===== src/rtl/psw_pkg.sv =====
// Shared types and constants of the two-coordinate particle swarm step engine.
package psw_pkg;

    localparam int SWARM_SIZE_DEF = 16;
    localparam int COORD_W        = 32;
    localparam int GAIN_W         = 16;
    localparam int FRAC_W         = 16;
    localparam int CFG_IDX_W      = 3;

    localparam logic [1:0] OP_INIT   = 2'd0;
    localparam logic [1:0] OP_EVAL   = 2'd1;
    localparam logic [1:0] OP_UPDATE = 2'd2;

    localparam logic [CFG_IDX_W-1:0] CFG_MIN_X     = 3'd0;
    localparam logic [CFG_IDX_W-1:0] CFG_MAX_X     = 3'd1;
    localparam logic [CFG_IDX_W-1:0] CFG_MIN_Y     = 3'd2;
    localparam logic [CFG_IDX_W-1:0] CFG_MAX_Y     = 3'd3;
    localparam logic [CFG_IDX_W-1:0] CFG_INERTIA   = 3'd4;
    localparam logic [CFG_IDX_W-1:0] CFG_COGNITIVE = 3'd5;
    localparam logic [CFG_IDX_W-1:0] CFG_SOCIAL    = 3'd6;
    localparam logic [CFG_IDX_W-1:0] CFG_MAXIMIZE  = 3'd7;

    typedef struct packed {
        logic [1:0]               opcode;
        logic [3:0]               particle;
        logic signed [COORD_W-1:0] cost;
        logic                     first_sweep;
        logic [FRAC_W-1:0]        vel_frac_x;
        logic [FRAC_W-1:0]        vel_frac_y;
        logic [FRAC_W-1:0]        pos_frac_x;
        logic [FRAC_W-1:0]        pos_frac_y;
        logic [FRAC_W-1:0]        cog_rand;
        logic [FRAC_W-1:0]        soc_rand;
    } t_item;

    typedef struct packed {
        logic signed [COORD_W-1:0] part_x;
        logic signed [COORD_W-1:0] part_y;
        logic signed [COORD_W-1:0] best_x;
        logic signed [COORD_W-1:0] best_y;
        logic signed [COORD_W-1:0] best_cost;
        logic                      best_valid;
    } t_result;

endpackage


===== src/rtl/psw_ram.sv =====
// Generic single-write, single-read RAM with registered read data.
module psw_ram #(
    parameter int WIDTH = psw_pkg::COORD_W,
    parameter int DEPTH = psw_pkg::SWARM_SIZE_DEF,
    parameter int AW    = (DEPTH > 1) ? $clog2(DEPTH) : 1
) (
    input  logic             i_clk,
    input  logic             i_we,
    input  logic [AW-1:0]    i_waddr,
    input  logic [WIDTH-1:0] i_wdata,
    input  logic [AW-1:0]    i_raddr,
    output logic [WIDTH-1:0] o_rdata
);

    logic [WIDTH-1:0] r_mem [DEPTH];
    logic [WIDTH-1:0] r_rdata;

    always_ff @(posedge i_clk) begin
        if (i_we) begin
            r_mem[i_waddr] <= i_wdata;
        end
        r_rdata <= r_mem[i_raddr];
    end

    assign o_rdata = r_rdata;

endmodule


===== config.mk =====
export PLATFORM = sky130hd
export DESIGN_NAME = psw_ram
export DESIGN_NICKNAME = d
export VERILOG_FILES = /design/src/rtl/psw_pkg.sv /design/src/rtl/psw_ram.sv
export SDC_FILE = /design/constraint.sdc
export NUM_CORES = 1
export LEC_CHECK = 0
export BUFFER_PORTS_ARGS = -buffer_cell sky130_fd_sc_hd__buf_2
export CELL_PAD_IN_SITES_DETAIL_PLACEMENT = 1
export CELL_PAD_IN_SITES_GLOBAL_PLACEMENT = 1
export CORE_MARGIN = 10
export CORE_UTILIZATION = 50
export DETAILED_ROUTE_END_ITERATION = 6
export PLACE_DENSITY = 0.75
export SLEW_MARGIN = 10
export SYNTH_ARGS = -nofsm -noshare
export SYNTH_HDL_FRONTEND = slang
export SYNTH_SLANG_ARGS = --single-unit

===== constraint.sdc =====
create_clock -name i_clk -period 6.35 [get_ports i_clk]
set_clock_uncertainty 0.2 [all_clocks]
set_input_delay 1.905 -clock i_clk [delete_from_list [all_inputs] [get_ports i_clk]]
set_output_delay 1.905 -clock i_clk [all_outputs]
set_load 0.01 [all_outputs]

==> flow_summary_export.csv, run 1 <==
group,metric,value,unit
hold_path,hp-start,"r_mem[12][14]$_DFFE_PP_",
route,wl_per_cell,30.5,µm
placed_design,place_hpwl,24400,µm
power,switching_share,20.5,%
clock_network,cts_root_buf,"clkbuf_16",
clock_network,clk_latency,580,ps
route,vias,9275,
synth,ys_types,18,
clock_network,cts.repair_timing.setup_buffer_count,0,
worst_setup_path,crit_buf_inv,2,
worst_setup_path,cp_max_fo,14,
timing,rsz0062_at_grt,"false",
die,core_area,38900,µm²
worst_setup_path,rrSetupSlack,4740,ps
synth,synth_area_per_cell,23.7,µm²
timing,hold_violations,0,
synth,syn_inst,838,
timing,fmax,267,MHz
final_layout,multi_input_area,3760,µm²
global_routing,overflow,0,
route,postRouteAntennaNets,0,
placed_design,globalplace.congestion,0.704,
clock_network,cts_resized,0,
synth,ys_warn_count,0,
final_layout,diodes,0,
placed_design,placement.io_buffers,73,
final_layout,layout_commonest_cell,"edfxtp_1",
die,die-area,48100,µm²
route,drc_errors,0,
final_layout,final_cell_mix,"edfxtp_1, mux4_2, buf_2, a22oi_1, clkbuf_16",
final_layout,nets,991,
outcome,status,"finished clean",
timing,finalSetupTns,0,ps
clock_network,ctsHoldBuffers,0,
worst_setup_path,rr_startpoint,"r_mem[10][4]$_DFFE_PP_",
worst_setup_path,setup.worst_path.class,"input port to flop",
final_layout,fillers,3235,
run,max_cap_viol_count,0,
worst_setup_path,critPathMaxStageDelay,750,ps
final_layout,regArea,16000,µm²
global_routing,grt_pass1_vias,9987,
worst_setup_path,cp_top_family,"simple AND/OR/NAND/NOR gates",
clock_network,path_clk_slew,60,ps
synth,synth_area_leaders,"edfxtp_1, mux4_2, dfxtp_1",
timing,period_share,58.9,%
worst_setup_path,worstPathRequired,6400,ps
timing,slew_headroom,25.6,%
power,p_switching,1.54,mW
clock_network,htreeDepth,2,
timing,min_period,3740,ps
placed_design,place_ws,1860,ps
worst_setup_path,startpoint_type,"input port",
synth,synth.net_count,880,
timing,worst_slew_pin_slew,1120,ps
power,peakVddDrop,0.000170,V
global_routing,track_usage,19.4,%
timing,drv_slew,0,
die,die_h,219,µm
timing,setup_viol,0,
hold_path,hold_end,"o_rdata[14]$_DFF_P_",
synth,synth_top_area_share,77.4,%
clock_network,cts_tree,"yes",
die,fp-row-count,72,
power,leakage,7.31,nW
hold_path,hp-class,"flop to flop",
timing,finalWorstSetupSlack,2610,ps
synth,syn-cell-area,19900,µm²
clock_network,max-clock-path-buffers,3,
route,first_iter_violations,880,
global_routing,antenna_found_initial,1,
power,power.share.clock,41.3,%
hold_path,hold_depth,3,
global_routing,grt_max_degree,61,
power,p_comb_share,4.8,%
route,routed_wirelength,46000,µm
route,first_pass_iters,5,
power,p_seq_share,53.9,%
route,vias_per_cell,6.13,
synth,ys_ff_latch,544,
worst_setup_path,critPathArrivalTime,3790,ps
worst_setup_path,cp_cell_sequence,"buf_2, or3b_2, nor3_2, buf_4",
synth,yosysSeqAreaShare,80.7,%
worst_setup_path,cp-end-kind,"flop",
final_layout,layout-drive-gt1-share,32.3,%
power,power.internal,5.97,mW
clock_network,cts_num_sinks,544,
worst_setup_path,crit_start,"i_waddr[2]",
worst_setup_path,reg2reg_to,"o_rdata[4]$_DFF_P_",
die,design.portCount,74,
synth,yosysTopAreaCell,"edfxtp_1",
power,powerDensity,330,nW/µm²
final_layout,area_growth,14.5,%
die,die_w,219,µm
worst_setup_path,crit_slowest_cell,"nor3_2",
global_routing,grt_pass1_wl,68100,µm
worst_setup_path,reg2regPathDepth,3,
die,initial_core_util,51.0,%
clock_network,cts_buffers,54,
worst max path at each step:
stage                                        end  slack (ps)  cells after the start
final                     r_mem[0][25]$_DFFE_PP_        2610                      4
after global routing          o_rdata[4]$_DFF_P_        2480                      5
after CTS                 r_mem[4][29]$_DFFE_PP_        2430                      4
after detailed placement  r_mem[4][31]$_DFFE_PP_        1860                      4
after global placement     r_mem[4][1]$_DFFE_PP_        1960                      4
after floorplan            r_mem[0][0]$_DFFE_PP_        1070                      2
metrics by stage:
stage,power [mW],utilization [%],area (µm²),std cells,hold slack [ps]
after CTS,7.55,58.4,22700,1512,480
after global placement,4.46,54.0,21000,1411,447
after global routing,7.74,58.4,22700,1512,496
after detailed placement,4.48,54.0,21000,1411,465
after floorplan,4.31,-,19900,838,435
final,7.50,58.4,22700,1512,472
Yosys cell counts, drive strengths merged:
master,count
buf,26
and2,1
nand3,1
a22oi,64
edfxtp,512
nor3,4
clkbuf,17
nor2,13
nor2b,2
mux4,128
nand3b,2
dfxtp,32
nand2,33
or3b,1
nand2b,2
final cells by class:
class                   instances  area share [%]
clock buffers                  85            6.90
clock inverters                16           0.672
multi-input cells             251            16.5
flip-flops and latches        544            70.5
well taps                     518            2.85
repair buffers                 98            2.59
worst register-to-register path, stage by stage, from the launching register on:
cell and delay, ps:
edfxtp_1 370, mux4_2 480, a22oi_1 290, nand2_1 140
flip-flops by register name (all words and copies together), names as in the netlist:
name and count:
o_rdata 32, r_mem 512
power groups by stage:
stage / clock [mW] / combinational [mW] / sequential [mW]
floorplan: 0 / 0.193 / 4.12
global placement: 0 / 0.353 / 4.11
detailed placement: 0 / 0.364 / 4.12
CTS: 3.14 / 0.367 / 4.04
global route: 3.30 / 0.391 / 4.05
finish: 3.10 / 0.361 / 4.04
cell families after synthesis:
family,Yosys count,share of synthesized area (%)
flip-flops,544,80.7
multiplexers,128,14.5
AO/OA/AOI/OAI,64,2.42
AND/OR/NAND/NOR,59,1.27
buffers and inverters,43,1.12
metal layers:
| metal | share of wire (%) | up-vias | track usage (%) |
|---|---|---|---|
| li1 | - | 3790 | - |
| met1 | 42 | 5032 | 27.1 |
| met2 | 49 | 389 | 31.1 |
| met3 | 7.2 | 62 | 3.58 |
| met4 | 1.8 | 2 | 4.85 |
| met5 | 0.022 | - | 0 |
Note: power is estimated with default switching activity, not from simulation.
==> run 2: changes to the inputs <==
--- a/config.mk
+++ b/config.mk
@@ -9,9 +9,9 @@
 export CELL_PAD_IN_SITES_DETAIL_PLACEMENT = 1
 export CELL_PAD_IN_SITES_GLOBAL_PLACEMENT = 1
 export CORE_MARGIN = 10
-export CORE_UTILIZATION = 50
+export CORE_UTILIZATION = 49
 export DETAILED_ROUTE_END_ITERATION = 6
-export PLACE_DENSITY = 0.75
+export PLACE_DENSITY = 0.77
 export SLEW_MARGIN = 10
 export SYNTH_ARGS = -nofsm -noshare
 export SYNTH_HDL_FRONTEND = slang
==> constraint.sdc (replaced) <==
create_clock -name i_clk -period 3.1 [get_ports i_clk]
set_clock_uncertainty 0.2 [all_clocks]
set_input_delay 0.93 -clock i_clk [delete_from_list [all_inputs] [get_ports i_clk]]
set_output_delay 0.93 -clock i_clk [all_outputs]
set_load 0.01 [all_outputs]
==> run 2 against run 1 <==
Effect of this change: cell area is 1.5% higher; routed wire length fell by 2.6%; clock power up 100%; non-clock buffer count up 8; flip-flop and latch count did not move; critical path depth is 3 lower; critical path type is now flop to primary output; die area up 1.9%; largest cell class unchanged; utilization shrank 0.62 points; critical endpoint is now o_rdata[20].
==> flow_summary_export.csv, run 2 (synthesized netlist as in run 1, its figures left out) <==
group,metric,value,unit
route,vias,9180,
run,max_cap_viol_count,0,
worst_setup_path,cp_cell_sequence,"buf_2",
timing,min_period,2280,ps
die,initial_core_util,49.7,%
clock_network,cts_num_sinks,544,
timing,fmax,438,MHz
timing,slew_headroom,54.8,%
die,fp-row-count,73,
hold_path,hp-class,"flop to flop",
clock_network,cts.repair_timing.setup_buffer_count,0,
die,die_w,221,µm
route,wl_per_cell,29.4,µm
placed_design,placement.io_buffers,73,
worst_setup_path,rr_startpoint,"r_mem[11][29]$_DFFE_PP_",
worst_setup_path,rrSetupSlack,1510,ps
route,first_iter_violations,920,
clock_network,ctsHoldBuffers,0,
route,routed_wirelength,44900,µm
placed_design,dp_cells,1426,
worst_setup_path,setup.worst_path.class,"flop to primary output",
clock_network,path_clk_slew,60,ps
global_routing,track_usage,18.3,%
clock_network,cts_root_buf,"clkbuf_16",
global_routing,overflow,0,
final_layout,area_growth,16.2,%
final_layout,final_cells,1525,
clock_network,cts_tree,"yes",
clock_network,cts_resized,0,
placed_design,place_hpwl,24000,µm
die,core_area,39900,µm²
timing,hold_violations,0,
worst_setup_path,crit_buf_inv,1,
timing,worst_slew_pin_slew,679,ps
final_layout,final_cell_mix,"edfxtp_1, mux4_2, buf_2, a22oi_1, clkbuf_16",
placed_design,place_ws,290,ps
global_routing,antenna_found_initial,3,
timing,finalWorstSetupSlack,817,ps
clock_network,clk_latency,580,ps
timing,setup_viol,0,
worst_setup_path,cp.depth,1,
clock_network,cts_buffers,52,
worst_setup_path,critPathMaxStageDelay,400,ps
power,leakage,7.44,nW
worst_setup_path,startpoint_type,"flop",
timing,rsz0062_at_grt,"false",
final_layout,largest_reg_flops,512,
clock_network,htreeDepth,2,
route,postRouteAntennaNets,0,
worst_setup_path,worstPathRequired,1970,ps
power,peakVddDrop,0.000393,V
global_routing,grt_pass1_wl,67700,µm
timing,period_share,73.6,%
final_layout,largest_register,"r_mem",
route,first_pass_iters,5,
final_layout,fin_area,23100,µm²
worst_setup_path,crit_path_end,"o_rdata[20]",
worst_setup_path,cp_top_family,"flip-flops",
worst_setup_path,crit_start,"o_rdata[20]$_DFF_P_",
worst_setup_path,cp_max_fo,1,
power,power,15.4,mW
timing,drv_slew,0,
die,die-area,49000,µm²
route,vias_per_cell,6.02,
placed_design,globalplace.congestion,0.700,
global_routing,grt_max_degree,68,
placed_design,placed_area,21300,µm²
final_layout,fillers,3314,
final_layout,nets,997,
power,powerDensity,666,nW/µm²
worst_setup_path,cp-end-kind,"primary output",
final_layout,layout-drive-gt1-share,33.8,%
worst_setup_path,reg2reg_to,"o_rdata[29]$_DFF_P_",
worst_setup_path,critPathArrivalTime,1150,ps
global_routing,grt_pass1_vias,10200,
die,die_h,221,µm
worst_setup_path,reg2regPathDepth,3,
final_layout,layout_commonest_cell,"edfxtp_1",
worst_setup_path,crit_slowest_cell,"dfxtp_1",
die,design.portCount,74,
route,drc_errors,0,
outcome,status,"finished clean",
clock_network,max-clock-path-buffers,3,
run 2: cell count changes in the layout (fill, tap and decap cells not counted), sizes merged:
cell / delta
buf: +8
clkbuf: -9
clkinv: +6
clkinvlp: +1
diode: +1
inv: -1
run 2: layout make-up:
class                           instances  area [µm²]  area share (%)
Sequential cell                       544       16000            69.4
Antenna cell                            1        2.50          0.0108
Tap cell                              525         657            2.85
Timing Repair Buffer                  106         887            3.85
Clock buffer                           76        1530            6.65
Clock inverter                         22         195           0.846
Multi-Input combinational cell        251        3770            16.4
run 2: tightest hold or removal path, stage by stage (launching register included):
cell and delay (ps):
edfxtp_1 320, mux4_2 220, a22oi_1 60, nand2_1 50
run 2: worst min path at each step:
stage / end / slack [ps] / cells after the start / start
after floorplan: o_rdata[0]$_DFF_P_ / 430 / 3 / r_mem[14][0]$_DFFE_PP_
after global placement: o_rdata[4]$_DFF_P_ / 450 / 3 / r_mem[15][4]$_DFFE_PP_
after detailed placement: o_rdata[21]$_DFF_P_ / 470 / 3 / r_mem[12][21]$_DFFE_PP_
after CTS: o_rdata[15]$_DFF_P_ / 480 / 3 / r_mem[12][15]$_DFFE_PP_
after global routing: o_rdata[15]$_DFF_P_ / 500 / 3 / r_mem[12][15]$_DFFE_PP_
final: o_rdata[15]$_DFF_P_ / 480 / 3 / r_mem[14][15]$_DFFE_PP_
run 2: stage by stage:
step           util (%)  setup TNS, ps  hold slack (ps)
2_1_floorplan         -         -35700              435
3_3_place_gp       53.4              0              450
3_5_place_dp       53.4              0              470
4_1_cts            57.8              0              481
5_1_grt            57.8              0              504
6_report           57.8              0              483
run 2: routing by layer:
| metal | GRT usage, % | vias to the layer above | wire length [µm] |
|---|---|---|---|
| met5 | 0 | - | 20 |
| met1 | 25.4 | 4924 | 18900 |
| met2 | 29.3 | 393 | 22000 |
| met4 | 4.71 | 4 | 756 |
| met3 | 3.82 | 58 | 3110 |
| li1 | - | 3801 | - |
run 2: report_power, final:
part	internal (mW)	switching [mW]	total (mW)
clock	3.68	2.64	6.32
sequential	8.22	0.0647	8.29
combinational	0.313	0.448	0.762
total	12.2	3.15	15.4
